File: config.mk
export PLATFORM = sky130hd
export DESIGN_NAME = synth_voice_allocator_core
export DESIGN_NICKNAME = d
export VERILOG_FILES = /design/src/hdl/svalloc_pkg.sv /design/src/hdl/svalloc_ctrl.sv /design/src/hdl/svalloc_dp.sv /design/src/hdl/synth_voice_allocator_core.sv
export SDC_FILE = /design/constraint.sdc
export NUM_CORES = 2
export LEC_CHECK = 0
export BUFFER_PORTS_ARGS = -buffer_cell sky130_fd_sc_hd__buf_2
export CAP_MARGIN = 30
export CORE_MARGIN = 5
export CORE_UTILIZATION = 55
export DETAILED_ROUTE_END_ITERATION = 16
export PLACE_DENSITY = 0.81
export SLEW_MARGIN = 20
export SYNTH_ARGS = -nofsm -noshare
export SYNTH_HDL_FRONTEND = slang
export SYNTH_SLANG_ARGS = --single-unit
File: constraint.sdc
create_clock -name clk -period 11.7 [get_ports clk]
set_input_delay 1.17 -clock clk [delete_from_list [all_inputs] [get_ports clk]]
set_output_delay 1.17 -clock clk [all_outputs]
set_load 0.02 [all_outputs]
File: src/hdl/svalloc_pkg.sv
// svalloc_pkg: widths, codes, constants and control/status types of the voice allocator
// no dependencies; imported by svalloc_ctrl, svalloc_dp and synth_voice_allocator_core
`timescale 1ns / 1ps

package svalloc_pkg;

    // field widths
    localparam int REQ_W      = 3;
    localparam int NOTE_W     = 7;
    localparam int CHAN_W     = 4;
    localparam int ARG_W      = 14;
    localparam int CTL_W      = 7;
    localparam int CMD_W      = 3;
    localparam int VIDX_W     = 5;
    localparam int ONOTE_W    = 8;
    localparam int OARG_W     = 21;
    localparam int PATCH_W    = 8;

    // configuration port
    localparam int CFG_IDX_W  = 2;
    localparam int CFG_DATA_W = 7;
    localparam int VIU_W      = 6;
    localparam int SCALE_W    = 7;

    localparam logic [CFG_IDX_W-1:0] CFG_VOICES_IN_USE = 2'd0;
    localparam logic [CFG_IDX_W-1:0] CFG_FM_DRUM_MODE  = 2'd1;
    localparam logic [CFG_IDX_W-1:0] CFG_OCTAVE_SHIFT  = 2'd2;
    localparam logic [CFG_IDX_W-1:0] CFG_MASTER_SCALE  = 2'd3;

    localparam logic [VIU_W-1:0]   RESET_VOICES = 6'd32;
    localparam logic [SCALE_W-1:0] RESET_SCALE  = 7'd100;

    // voice pool
    localparam int DEF_MAX_VOICES = 32;
    localparam int POOL_SIZE      = 32;
    localparam int NUM_CHANNELS   = 16;

    // request codes
    localparam logic [REQ_W-1:0] REQ_NOTE_ON  = 3'd0;
    localparam logic [REQ_W-1:0] REQ_NOTE_OFF = 3'd1;
    localparam logic [REQ_W-1:0] REQ_BEND     = 3'd2;
    localparam logic [REQ_W-1:0] REQ_CTRL     = 3'd3;
    localparam logic [REQ_W-1:0] REQ_PATCH    = 3'd4;
    localparam logic [REQ_W-1:0] REQ_ALL_OFF  = 3'd5;

    // command codes
    localparam logic [CMD_W-1:0] CMD_START      = 3'd0;
    localparam logic [CMD_W-1:0] CMD_STOP       = 3'd1;
    localparam logic [CMD_W-1:0] CMD_SET_PATCH  = 3'd2;
    localparam logic [CMD_W-1:0] CMD_BEND_RANGE = 3'd3;
    localparam logic [CMD_W-1:0] CMD_BEND       = 3'd4;
    localparam logic [CMD_W-1:0] CMD_VOLUME     = 3'd5;

    // constants of the mapping
    localparam logic [CHAN_W-1:0]  DRUM_CHAN       = 4'd9;
    localparam logic [CTL_W-1:0]   VOLUME_CTRL_NUM = 7'd7;
    localparam logic [ONOTE_W-1:0] FM_DRUM_OFFSET  = 8'd93;
    localparam logic [ONOTE_W-1:0] STD_DRUM_OFFSET = 8'd128;
    localparam logic [ONOTE_W-1:0] OCTAVE_STEP     = 8'd12;
    localparam logic [OARG_W-1:0]  BEND_RANGE_VAL  = 21'd200;
    localparam logic [OARG_W-1:0]  ALL_OFF_VEL     = 21'd64;
    localparam logic [PATCH_W-1:0] PATCH_UNSET     = 8'hFF;
    localparam int                 BEND_SHIFT      = 7;

    // volume scaling: p * scale / 100 as (p * recip) >> shift, exact for p < 2**PROD_W
    localparam int PROD_W   = ARG_W + SCALE_W;
    localparam int RECIP_W  = 22;
    localparam int VOL_SHIFT = 28;
    localparam int MULT_W   = PROD_W + RECIP_W;
    localparam int SCALED_W = MULT_W - VOL_SHIFT;
    localparam logic [RECIP_W-1:0] VOL_RECIP = 22'd2684355;

    typedef enum logic [2:0] {
        ST_IDLE,
        ST_DECODE,
        ST_MUL1,
        ST_MUL2,
        ST_SCAN,
        ST_SECOND,
        ST_FLUSH
    } ctrl_state_t;

    // controller to datapath
    typedef struct packed {
        logic load;         // latch request, clear voice index
        logic mul_a;        // volume product stage
        logic mul_b;        // reciprocal stage
        logic idx_inc;      // next voice
        logic push_first;   // first command for this voice
        logic push_second;  // second command for this voice
        logic entry_take;   // mark voice busy with request note and channel
        logic entry_free;   // mark voice free
        logic patch_wr;     // store channel patch
        logic flush;        // release held command with last set
    } dp_cmd_t;

    // datapath to controller
    typedef struct packed {
        logic [REQ_W-1:0] req;
        logic             is_volume;
        logic             hit;
        logic             idx_last;
        logic             none_active;
        logic             out_free;
        logic             pend_valid;
    } dp_stat_t;

endpackage

File: src/hdl/svalloc_ctrl.sv
// svalloc_ctrl: sequencer that walks the voice table and issues commands to the datapath
// depends on svalloc_pkg
`timescale 1ns / 1ps

module svalloc_ctrl (
    input  logic                 clk,
    input  logic                 rst_n,
    input  logic                 in_valid,
    output logic                 in_ready,
    input  svalloc_pkg::dp_stat_t stat,
    output svalloc_pkg::dp_cmd_t  ctl
);
    import svalloc_pkg::*;

    ctrl_state_t state_reg, state_next;

    always_ff @(posedge clk or negedge rst_n)
    begin
        if (!rst_n)
        begin
            state_reg <= ST_IDLE;
        end
        else
        begin
            state_reg <= state_next;
        end
    end

    always_comb
    begin
        state_next = state_reg;
        ctl        = '0;
        in_ready   = 1'b0;
        unique case (state_reg)
            ST_IDLE:
            begin
                in_ready = 1'b1;
                if (in_valid)
                begin
                    ctl.load   = 1'b1;
                    state_next = ST_DECODE;
                end
            end
            ST_DECODE:
            begin
                if (stat.none_active)
                begin
                    state_next = ST_IDLE;
                end
                else
                begin
                    case (stat.req) inside
                        REQ_NOTE_ON, REQ_NOTE_OFF, REQ_BEND, REQ_PATCH, REQ_ALL_OFF:
                        begin
                            state_next = ST_SCAN;
                        end
                        REQ_CTRL:
                        begin
                            state_next = stat.is_volume ? ST_MUL1 : ST_IDLE;
                        end
                        default:
                        begin
                            state_next = ST_IDLE;
                        end
                    endcase
                end
            end
            ST_MUL1:
            begin
                ctl.mul_a  = 1'b1;
                state_next = ST_MUL2;
            end
            ST_MUL2:
            begin
                ctl.mul_b  = 1'b1;
                state_next = ST_SCAN;
            end
            ST_SCAN:
            begin
                if (!stat.hit)
                begin
                    if (stat.idx_last)
                    begin
                        state_next = ST_FLUSH;
                    end
                    else
                    begin
                        ctl.idx_inc = 1'b1;
                    end
                end
                else if (stat.req == REQ_PATCH)
                begin
                    ctl.patch_wr = 1'b1;
                    state_next   = ST_IDLE;
                end
                else if (stat.out_free)
                begin
                    ctl.push_first = 1'b1;
                    unique case (stat.req)
                        REQ_NOTE_ON:
                        begin
                            ctl.entry_take = 1'b1;
                            state_next     = ST_SECOND;
                        end
                        REQ_NOTE_OFF:
                        begin
                            ctl.entry_free = 1'b1;
                            state_next     = ST_FLUSH;
                        end
                        REQ_BEND:
                        begin
                            state_next = ST_SECOND;
                        end
                        REQ_ALL_OFF:
                        begin
                            ctl.entry_free = 1'b1;
                            if (stat.idx_last)
                            begin
                                state_next = ST_FLUSH;
                            end
                            else
                            begin
                                ctl.idx_inc = 1'b1;
                            end
                        end
                        default:
                        begin
                            // volume: one command per matching voice
                            if (stat.idx_last)
                            begin
                                state_next = ST_FLUSH;
                            end
                            else
                            begin
                                ctl.idx_inc = 1'b1;
                            end
                        end
                    endcase
                end
            end
            ST_SECOND:
            begin
                if (stat.out_free)
                begin
                    ctl.push_second = 1'b1;
                    if (stat.req == REQ_NOTE_ON || stat.idx_last)
                    begin
                        state_next = ST_FLUSH;
                    end
                    else
                    begin
                        ctl.idx_inc = 1'b1;
                        state_next  = ST_SCAN;
                    end
                end
            end
            ST_FLUSH:
            begin
                if (!stat.pend_valid)
                begin
                    state_next = ST_IDLE;
                end
                else if (stat.out_free)
                begin
                    ctl.flush  = 1'b1;
                    state_next = ST_IDLE;
                end
            end
            default:
            begin
                state_next = ST_IDLE;
            end
        endcase
    end

endmodule

File: src/hdl/svalloc_dp.sv
// svalloc_dp: configuration, request latch, voice table, channel patches, volume scaler, output
// depends on svalloc_pkg; driven by svalloc_ctrl through dp_cmd_t
`timescale 1ns / 1ps

module svalloc_dp #(
    parameter int MAX_VOICES = svalloc_pkg::DEF_MAX_VOICES
) (
    input  logic                                clk,
    input  logic                                rst_n,
    input  logic                                cfg_we,
    input  logic [svalloc_pkg::CFG_IDX_W-1:0]   cfg_index,
    input  logic [svalloc_pkg::CFG_DATA_W-1:0]  cfg_data,
    input  logic [svalloc_pkg::REQ_W-1:0]       req_type,
    input  logic [svalloc_pkg::NOTE_W-1:0]      note_num,
    input  logic [svalloc_pkg::CHAN_W-1:0]      chan,
    input  logic [svalloc_pkg::ARG_W-1:0]       arg_value,
    input  logic [svalloc_pkg::CTL_W-1:0]       ctrl_num,
    input  svalloc_pkg::dp_cmd_t                ctl,
    output svalloc_pkg::dp_stat_t               stat,
    input  logic                                out_ready,
    output logic                                out_valid,
    output logic [svalloc_pkg::CMD_W-1:0]       cmd,
    output logic [svalloc_pkg::VIDX_W-1:0]      voice_idx,
    output logic [svalloc_pkg::ONOTE_W-1:0]     out_note,
    output logic [svalloc_pkg::OARG_W-1:0]      out_arg,
    output logic                                last
);
    import svalloc_pkg::*;

    localparam int VOICE_SLOTS = (MAX_VOICES < POOL_SIZE) ? MAX_VOICES : POOL_SIZE;
    localparam int IDX_W       = (VOICE_SLOTS > 1) ? $clog2(VOICE_SLOTS) : 1;

    // configuration
    logic [VIU_W-1:0]   voices_in_use_reg;
    logic               fm_drum_mode_reg;
    logic               octave_shift_reg;
    logic [SCALE_W-1:0] master_scale_reg;

    always_ff @(posedge clk or negedge rst_n)
    begin
        if (!rst_n)
        begin
            voices_in_use_reg <= RESET_VOICES;
            fm_drum_mode_reg  <= 1'b0;
            octave_shift_reg  <= 1'b0;
            master_scale_reg  <= RESET_SCALE;
        end
        else if (cfg_we)
        begin
            unique case (cfg_index)
                CFG_VOICES_IN_USE: voices_in_use_reg <= cfg_data[VIU_W-1:0];
                CFG_FM_DRUM_MODE:  fm_drum_mode_reg  <= cfg_data[0];
                CFG_OCTAVE_SHIFT:  octave_shift_reg  <= cfg_data[0];
                CFG_MASTER_SCALE:  master_scale_reg  <= cfg_data[SCALE_W-1:0];
                default:           ;
            endcase
        end
    end

    // request latch and voice index
    logic [REQ_W-1:0]  rq_type_reg;
    logic [NOTE_W-1:0] rq_note_reg;
    logic [CHAN_W-1:0] rq_chan_reg;
    logic [ARG_W-1:0]  rq_arg_reg;
    logic              rq_vol_reg;
    logic [IDX_W-1:0]  idx_reg;

    always_ff @(posedge clk)
    begin
        if (ctl.load)
        begin
            rq_type_reg <= req_type;
            rq_note_reg <= note_num;
            rq_chan_reg <= chan;
            rq_arg_reg  <= arg_value;
            rq_vol_reg  <= (ctrl_num == VOLUME_CTRL_NUM);
        end
    end

    always_ff @(posedge clk or negedge rst_n)
    begin
        if (!rst_n)
        begin
            idx_reg <= '0;
        end
        else if (ctl.load)
        begin
            idx_reg <= '0;
        end
        else if (ctl.idx_inc)
        begin
            idx_reg <= idx_reg + 1'b1;
        end
    end

    logic [VIU_W-1:0] n_active;
    assign n_active = (voices_in_use_reg > VIU_W'(VOICE_SLOTS)) ? VIU_W'(VOICE_SLOTS)
                                                                 : voices_in_use_reg;

    // voice table
    logic [VOICE_SLOTS-1:0] busy_reg;
    logic [NOTE_W-1:0]      vnote_reg [VOICE_SLOTS];
    logic [CHAN_W-1:0]      vchan_reg [VOICE_SLOTS];

    always_ff @(posedge clk or negedge rst_n)
    begin
        if (!rst_n)
        begin
            busy_reg <= '0;
        end
        else if (ctl.entry_take)
        begin
            busy_reg[idx_reg] <= 1'b1;
        end
        else if (ctl.entry_free)
        begin
            busy_reg[idx_reg] <= 1'b0;
        end
    end

    always_ff @(posedge clk)
    begin
        if (ctl.entry_take)
        begin
            vnote_reg[idx_reg] <= rq_note_reg;
            vchan_reg[idx_reg] <= rq_chan_reg;
        end
    end

    logic              cur_busy;
    logic [NOTE_W-1:0] cur_note;
    logic [CHAN_W-1:0] cur_chan;
    logic              chan_match;
    logic              hit;

    assign cur_busy   = busy_reg[idx_reg];
    assign cur_note   = vnote_reg[idx_reg];
    assign cur_chan   = vchan_reg[idx_reg];
    assign chan_match = (cur_chan == rq_chan_reg);

    always_comb
    begin
        unique case (rq_type_reg)
            REQ_NOTE_ON:  hit = !cur_busy;
            REQ_NOTE_OFF: hit = cur_busy && chan_match && (cur_note == rq_note_reg);
            REQ_BEND:     hit = cur_busy && chan_match;
            REQ_CTRL:     hit = cur_busy && chan_match;
            REQ_PATCH:    hit = !cur_busy || chan_match;
            REQ_ALL_OFF:  hit = cur_busy;
            default:      hit = 1'b0;
        endcase
    end

    // channel patches
    logic [PATCH_W-1:0] patch_reg [NUM_CHANNELS];

    always_ff @(posedge clk or negedge rst_n)
    begin
        if (!rst_n)
        begin
            for (int i = 0; i < NUM_CHANNELS; i++)
            begin
                patch_reg[i] <= PATCH_UNSET;
            end
        end
        else if (ctl.patch_wr)
        begin
            patch_reg[rq_chan_reg] <= rq_arg_reg[PATCH_W-1:0];
        end
    end

    // volume scaler, two registered multiplies
    logic [PROD_W-1:0]   prod_reg;
    logic [SCALED_W-1:0] scaled_reg;
    logic [MULT_W-1:0]   recip_prod;

    assign recip_prod = MULT_W'(prod_reg) * MULT_W'(VOL_RECIP);

    always_ff @(posedge clk)
    begin
        if (ctl.mul_a)
        begin
            prod_reg <= PROD_W'(rq_arg_reg) * PROD_W'(master_scale_reg);
        end
        if (ctl.mul_b)
        begin
            scaled_reg <= recip_prod[MULT_W-1:VOL_SHIFT];
        end
    end

    // command payloads
    logic               is_drum;
    logic [ONOTE_W-1:0] drum_patch;
    logic [ONOTE_W-1:0] start_note;
    logic [CMD_W-1:0]   new_cmd;
    logic [ONOTE_W-1:0] new_note;
    logic [OARG_W-1:0]  new_arg;

    assign is_drum    = (rq_chan_reg == DRUM_CHAN);
    assign drum_patch = ONOTE_W'(rq_note_reg)
                        + (fm_drum_mode_reg ? FM_DRUM_OFFSET : STD_DRUM_OFFSET);
    assign start_note = (!is_drum && octave_shift_reg) ? ONOTE_W'(rq_note_reg) + OCTAVE_STEP
                                                       : ONOTE_W'(rq_note_reg);

    always_comb
    begin
        new_cmd  = CMD_STOP;
        new_note = '0;
        new_arg  = '0;
        if (ctl.push_second)
        begin
            if (rq_type_reg == REQ_NOTE_ON)
            begin
                new_cmd  = CMD_START;
                new_note = start_note;
                new_arg  = OARG_W'(rq_arg_reg);
            end
            else
            begin
                new_cmd = CMD_BEND;
                new_arg = OARG_W'(rq_arg_reg) << BEND_SHIFT;
            end
        end
        else
        begin
            unique case (rq_type_reg)
                REQ_NOTE_ON:
                begin
                    new_cmd = CMD_SET_PATCH;
                    new_arg = is_drum ? OARG_W'(drum_patch) : OARG_W'(patch_reg[rq_chan_reg]);
                end
                REQ_NOTE_OFF:
                begin
                    new_cmd  = CMD_STOP;
                    new_note = ONOTE_W'(rq_note_reg);
                    new_arg  = OARG_W'(rq_arg_reg);
                end
                REQ_BEND:
                begin
                    new_cmd = CMD_BEND_RANGE;
                    new_arg = BEND_RANGE_VAL;
                end
                REQ_CTRL:
                begin
                    new_cmd = CMD_VOLUME;
                    new_arg = OARG_W'(scaled_reg);
                end
                REQ_ALL_OFF:
                begin
                    new_cmd  = CMD_STOP;
                    new_note = ONOTE_W'(cur_note);
                    new_arg  = ALL_OFF_VEL;
                end
                default:
                begin
                    new_cmd = CMD_STOP;
                end
            endcase
        end
    end

    // held command and output register; the held beat learns its last flag from what follows
    logic               push;
    logic               out_load;
    logic               pend_valid_reg;
    logic [CMD_W-1:0]   pend_cmd_reg;
    logic [VIDX_W-1:0]  pend_vidx_reg;
    logic [ONOTE_W-1:0] pend_note_reg;
    logic [OARG_W-1:0]  pend_arg_reg;
    logic               out_valid_reg;
    logic [CMD_W-1:0]   out_cmd_reg;
    logic [VIDX_W-1:0]  out_vidx_reg;
    logic [ONOTE_W-1:0] out_note_reg;
    logic [OARG_W-1:0]  out_arg_reg;
    logic               out_last_reg;

    assign push     = ctl.push_first || ctl.push_second;
    assign out_load = pend_valid_reg && (push || ctl.flush);

    always_ff @(posedge clk or negedge rst_n)
    begin
        if (!rst_n)
        begin
            pend_valid_reg <= 1'b0;
            out_valid_reg  <= 1'b0;
        end
        else
        begin
            if (push)
            begin
                pend_valid_reg <= 1'b1;
            end
            else if (ctl.flush)
            begin
                pend_valid_reg <= 1'b0;
            end
            if (out_load)
            begin
                out_valid_reg <= 1'b1;
            end
            else if (out_ready)
            begin
                out_valid_reg <= 1'b0;
            end
        end
    end

    always_ff @(posedge clk)
    begin
        if (push)
        begin
            pend_cmd_reg  <= new_cmd;
            pend_vidx_reg <= VIDX_W'(idx_reg);
            pend_note_reg <= new_note;
            pend_arg_reg  <= new_arg;
        end
        if (out_load)
        begin
            out_cmd_reg  <= pend_cmd_reg;
            out_vidx_reg <= pend_vidx_reg;
            out_note_reg <= pend_note_reg;
            out_arg_reg  <= pend_arg_reg;
            out_last_reg <= ctl.flush;
        end
    end

    assign out_valid = out_valid_reg;
    assign cmd       = out_cmd_reg;
    assign voice_idx = out_vidx_reg;
    assign out_note  = out_note_reg;
    assign out_arg   = out_arg_reg;
    assign last      = out_last_reg;

    // status
    assign stat.req         = rq_type_reg;
    assign stat.is_volume   = rq_vol_reg;
    assign stat.hit         = hit;
    assign stat.idx_last    = ((VIU_W'(idx_reg) + VIU_W'(1)) == n_active);
    assign stat.none_active = (n_active == '0);
    assign stat.out_free    = !out_valid_reg || out_ready;
    assign stat.pend_valid  = pend_valid_reg;

endmodule

File: src/hdl/synth_voice_allocator_core.sv
// synth_voice_allocator_core: channel event to synth voice command mapper, top level
// depends on svalloc_pkg, svalloc_ctrl and svalloc_dp
`timescale 1ns / 1ps

// Maps channel events (note on/off, pitch bend, main volume, patch change, all off) onto a
// pool of up to 32 synth voices, taking the lowest free voice on note-on. One event is worked
// at a time: after the accept beat a decode state follows, then a sequencer walks the
// active voices one per cycle while out_ready does not hold it back, stopping early on
// note-on, note-off and patch change at the first hit. A voice that gets two commands
// (note-on, bend) holds the walk for its second command, and a final flush state releases
// the last command; volume changes first pass through the two scaling multiply states.
// One command is held back until the next is known so that its last flag can be
// set, and a one-beat output register lets a new event be accepted while the final command
// still waits on out_ready. Configuration must be written by the user only while no event
// is in flight; the block itself does not enforce it.

module synth_voice_allocator_core #(
    parameter int MAX_VOICES = svalloc_pkg::DEF_MAX_VOICES
) (
    input  logic                                clk,
    input  logic                                rst_n,
    // configuration writes
    input  logic                                cfg_we,
    input  logic [svalloc_pkg::CFG_IDX_W-1:0]   cfg_index,
    input  logic [svalloc_pkg::CFG_DATA_W-1:0]  cfg_data,
    // event channel
    input  logic                                in_valid,
    output logic                                in_ready,
    input  logic [svalloc_pkg::REQ_W-1:0]       req_type,
    input  logic [svalloc_pkg::NOTE_W-1:0]      note_num,
    input  logic [svalloc_pkg::CHAN_W-1:0]      chan,
    input  logic [svalloc_pkg::ARG_W-1:0]       arg_value,
    input  logic [svalloc_pkg::CTL_W-1:0]       ctrl_num,
    // command channel
    output logic                                out_valid,
    input  logic                                out_ready,
    output logic [svalloc_pkg::CMD_W-1:0]       cmd,
    output logic [svalloc_pkg::VIDX_W-1:0]      voice_idx,
    output logic [svalloc_pkg::ONOTE_W-1:0]     out_note,
    output logic [svalloc_pkg::OARG_W-1:0]      out_arg,
    output logic                                last
);
    import svalloc_pkg::*;

    dp_cmd_t  ctl;
    dp_stat_t stat;

    // sequencer: accept beat, decode, volume multiplies, voice walk, command issue, final flush
    svalloc_ctrl u_ctrl (
        .clk      (clk),
        .rst_n    (rst_n),
        .in_valid (in_valid),
        .in_ready (in_ready),
        .stat     (stat),
        .ctl      (ctl)
    );

    // voice table, patches, scaler and the output beat
    svalloc_dp #(
        .MAX_VOICES (MAX_VOICES)
    ) u_dp (
        .clk       (clk),
        .rst_n     (rst_n),
        .cfg_we    (cfg_we),
        .cfg_index (cfg_index),
        .cfg_data  (cfg_data),
        .req_type  (req_type),
        .note_num  (note_num),
        .chan      (chan),
        .arg_value (arg_value),
        .ctrl_num  (ctrl_num),
        .ctl       (ctl),
        .stat      (stat),
        .out_ready (out_ready),
        .out_valid (out_valid),
        .cmd       (cmd),
        .voice_idx (voice_idx),
        .out_note  (out_note),
        .out_arg   (out_arg),
        .last      (last)
    );

endmodule
==> impl_metrics.sql <==
INSERT INTO impl_metrics (metric_group, metric, value, unit) VALUES
('routing', 'wl_per_cell', '25.0', 'um'),
('global_route', 'first_pass_grt_wire_length', '150000', 'um'),
('routing', 'post_drt_via_cell_ratio', '6.21', ''),
('routing', 'wl_met2', '46600', 'um'),
('finish', 'most_used_cells_in_the_layout_excluding_fill_and_tap_cells', 'sky130_fd_sc_hd__edfxtp_1 (492), sky130_fd_sc_hd__inv_1 (293), sky130_fd_sc_hd__ha_1 (255)', ''),
('finish', 'area_growth_syn_to_layout', '9.80', '%'),
('routing', 'met1_length', '37700', 'um'),
('routing', 'drt_first_iter_violations', '2426', ''),
('finish', 'post_route_cells_drive_above_1_share', '21.4', '%'),
('clocking', 'path_clk_slew', '0.06', 'ns'),
('placed_design', 'detailed_place_hpwl', '68600', 'um'),
('clocking', 'postCtsResizedCells', '0', ''),
('routing', 'num_vias', '24200', ''),
('global_route', 'globalRouteOverflowTotal', '0', ''),
('sta', 'report.final.slew_viol_count', '0', ''),
('setup_path', 'critPathLaunchType', 'flop', ''),
('routing', 'drt_drc_violations_left', '0', ''),
('sta', 'rsz_0062_raised_after_global_routing', 'no', ''),
('synth', 'synth_area', '0.0387', 'mm2'),
('sta', 'holdWs', '0.417', 'ns'),
('routing', 'highest_metal_layer_with_signal_wires', 'met5', ''),
('hold_path', 'min_path_type', 'flop to flop', ''),
('clocking', 'maximum_root_to_sink_buffer_count', '3', ''),
('synth', 'ys_dominant_reg_cell', 'sky130_fd_sc_hd__edfxtp_1', ''),
('setup_path', 'path_max_fanout', '7', ''),
('sta', 'hold_viol_final', '0', ''),
('synth', 'synthesis.nets', '3342', ''),
('placed_design', 'port_buffers', '88', ''),
('sta', 'max_clock_freq', '137', 'MHz'),
('clocking', 'ctsHoldBuffers', '0', ''),
('clocking', 'clkLatencyLatePin', '0.62', 'ns'),
('sta', 'timing.max_slew.rel_slack', '28.5', '%'),
('global_route', 'grt.total_usage', '25.9', '%'),
('outcome', 'run_status', 'complete, no violations', ''),
('placed_design', 'finalWeightedCongestion', '0.964', ''),
('synth', 'post_synth_inst_count', '2823', ''),
('clocking', 'clock_tree.htree_level_count', '3', ''),
('synth', 'ys_warn_count', '0', ''),
('synth', 'synth_unique_cells', '93', ''),
('sta', 'min_tclk_post_route', '7.32', 'ns'),
('setup_path', 'timing.critical_path.to_type', 'flop', ''),
('routing', 'detail_route.wirelength', '97700', 'um'),
('clocking', 'cts_tree', 'built', ''),
('floorplan', 'chipWidth', '275', 'um'),
('floorplan', 'die-area', '0.0758', 'mm2'),
('routing', 'wl_met3', '9860', 'um'),
('synth', 'ys_ff_latch', '672', ''),
('floorplan', 'die_span_y', '275', 'um'),
('clocking', 'clockRootBuffer', 'sky130_fd_sc_hd__clkbuf_16', ''),
('routing', 'route.antenna.remaining_nets', '0', ''),
('finish', 'fin_nets', '3430', ''),
('sta', 'finalCritPeriodShare', '62.6', '%'),
('floorplan', 'num_rows', '97', ''),
('synth', 'ys_seq_area_share', '50.2', '%'),
('finish', 'layout_commonest_cell', 'sky130_fd_sc_hd__edfxtp_1', ''),
('floorplan', 'floorplan.initialDensity', '55.4', '%'),
('finish', 'final_core_util', '60.8', '%'),
('setup_path', 'critical_path_required', '12.06', 'ns'),
('floorplan', 'placeableCoreArea', '0.0699', 'mm2'),
('clocking', 'cts_setup_buffers', '0', ''),
('sta', 'setup-tns-final', '0', 'ns'),
('clocking', 'cts_inserted_buffers', '69', ''),
('clocking', 'clock_sinks', '672', ''),
('setup_path', 'critPathArrivalTime', '7.68', 'ns'),
('global_route', 'largest_net_degree_at_the_start_of_global_routing', '115', ''),
('synth', 'async_flop_share', '26.8', '%'),
('sta', 'worst_pin_slew', '1.07', 'ns'),
('synth', 'postSynthAreaPerCell', '13.7', 'um2'),
('sta', 'report.final.setup_viol', '0', ''),
('global_route', 'antenna_violations_before_repair', '4', ''),
('finish', 'insertedDiodeCount', '0', ''),
('sta', 'clock-skew-final', '0.0359', 'ns'),
('synth', 'synth-edff-count', '492', ''),
('floorplan', 'floorplan.io_pins', '89', ''),
('global_route', 'grt_pass1_vias', '25000', ''),
('finish', 'largest_register_ff_count', '224', ''),
('run', 'maxCapViolations', '0', ''),
('routing', 'drt_pre_antenna_iters', '7', ''),
('setup_path', 'worstSetupPathType', 'flop to flop', '');
-- final timing paths --
check / endpoint / slack, ns / start / cells after the start
setup / recovery: u_dp.scaled_reg[14] / 4.38 / u_dp.prod_reg[12] / 21
hold / removal: u_dp.voice_idx[1] / 0.42 / u_dp.pend_vidx_reg[1] / 0
setup reg to reg: u_dp.scaled_reg[14] / 4.38 / u_dp.prod_reg[12] / 21
hold reg to reg: u_dp.voice_idx[1] / 0.42 / u_dp.pend_vidx_reg[1] / 0
max in group asynchronous: u_dp.master_scale_reg[2] / 9.95 / rst_n / 4
min in group asynchronous: u_dp.patch_reg[7] / 0.67 / rst_n / 1
-- logic make-up (layout without fill, tap and decap cells) --
logic type | after synthesis | count (layout) | share of synthesized area, %
XOR/XNOR | 42 | 42 | 0.950
multiplexers | 383 | 383 | 11.9
buffers and inverters | 438 | 575 | 5.00
AND/OR/NAND/NOR | 481 | 481 | 6.76
AO/OA/AOI/OAI | 336 | 336 | 5.85
adder cells (fa/ha/maj) | 471 | 471 | 19.4
flip-flops | 672 | 672 | 50.2
-- synth_stat cells, drive strengths merged, types with 12 or more instances --
cell type / count / area (um2)
nor4: 30 / 234
nand3: 33 / 270
dfrtp: 53 / 1330
nand2: 153 / 574
clkbuf: 73 / 274
or3: 15 / 93.8
xnor2: 30 / 263
edfxtp: 492 / 14800
fa: 215 / 4300
nor2b: 16 / 100
o41ai: 37 / 324
nor3: 24 / 120
o22ai: 91 / 569
nor2: 87 / 327
ha: 255 / 3190
buf: 71 / 559
a21oi: 48 / 240
o21ai: 66 / 330
mux4: 42 / 946
nand2b: 18 / 113
mux2i: 197 / 1970
inv: 294 / 1100
mux2: 144 / 1680
xor2: 12 / 105
and3: 20 / 140
and2: 34 / 213
dfstp: 127 / 3340
-- layer usage --
metal / vias up / track usage [%]
li1: 10400 / -
met3: 219 / 5.78
met4: 6 / 7.71
met1: 12300 / 35.4
met2: 1324 / 42.1
met5: - / 0
-- layout make-up --
cell class	instances	area, um2
Fill cell	5199	27400
Sequential cell	672	19400
Multi-Input combinational cell	1713	17400
Clock buffer	86	1840
Tap cell	940	1180
Timing Repair Buffer	161	1120
Inverter	294	1100
Clock inverter	34	428
-- through the flow --
step | instance area (um2) | instances | setup slack (ns)
2_1_floorplan | 38700 | 2823 | 5.22
3_3_place_gp | 40000 | 3759 | 4.65
5_1_grt | 42500 | 3900 | 4.06
3_5_place_dp | 40100 | 3771 | 4.46
4_1_cts | 42400 | 3891 | 4.44
6_report | 42500 | 3900 | 4.38
-- critical path, stage by stage (launching register included) --
cell and delay, ns:
sky130_fd_sc_hd__edfxtp_1 0.57, sky130_fd_sc_hd__fa_1 0.66, sky130_fd_sc_hd__inv_1 0.08, sky130_fd_sc_hd__fa_1 0.51, sky130_fd_sc_hd__inv_1 0.06, sky130_fd_sc_hd__fa_1 0.55, sky130_fd_sc_hd__fa_1 0.43, sky130_fd_sc_hd__fa_1 0.49
sky130_fd_sc_hd__inv_1 0.05, sky130_fd_sc_hd__fa_1 0.47, sky130_fd_sc_hd__inv_1 0.04, sky130_fd_sc_hd__ha_1 0.18, sky130_fd_sc_hd__ha_1 0.34, sky130_fd_sc_hd__a21oi_1 0.18, sky130_fd_sc_hd__o21ai_0 0.16, sky130_fd_sc_hd__o41a_1 0.36
sky130_fd_sc_hd__a22o_1 0.29, sky130_fd_sc_hd__nor3_1 0.41, sky130_fd_sc_hd__o31ai_1 0.21, sky130_fd_sc_hd__o41ai_1 0.65, sky130_fd_sc_hd__mux2i_1 0.26, sky130_fd_sc_hd__nand4_1 0.10
Power is not shown: default switching activity piles up to over one toggle a cycle in this logic, so the estimate is an artifact.
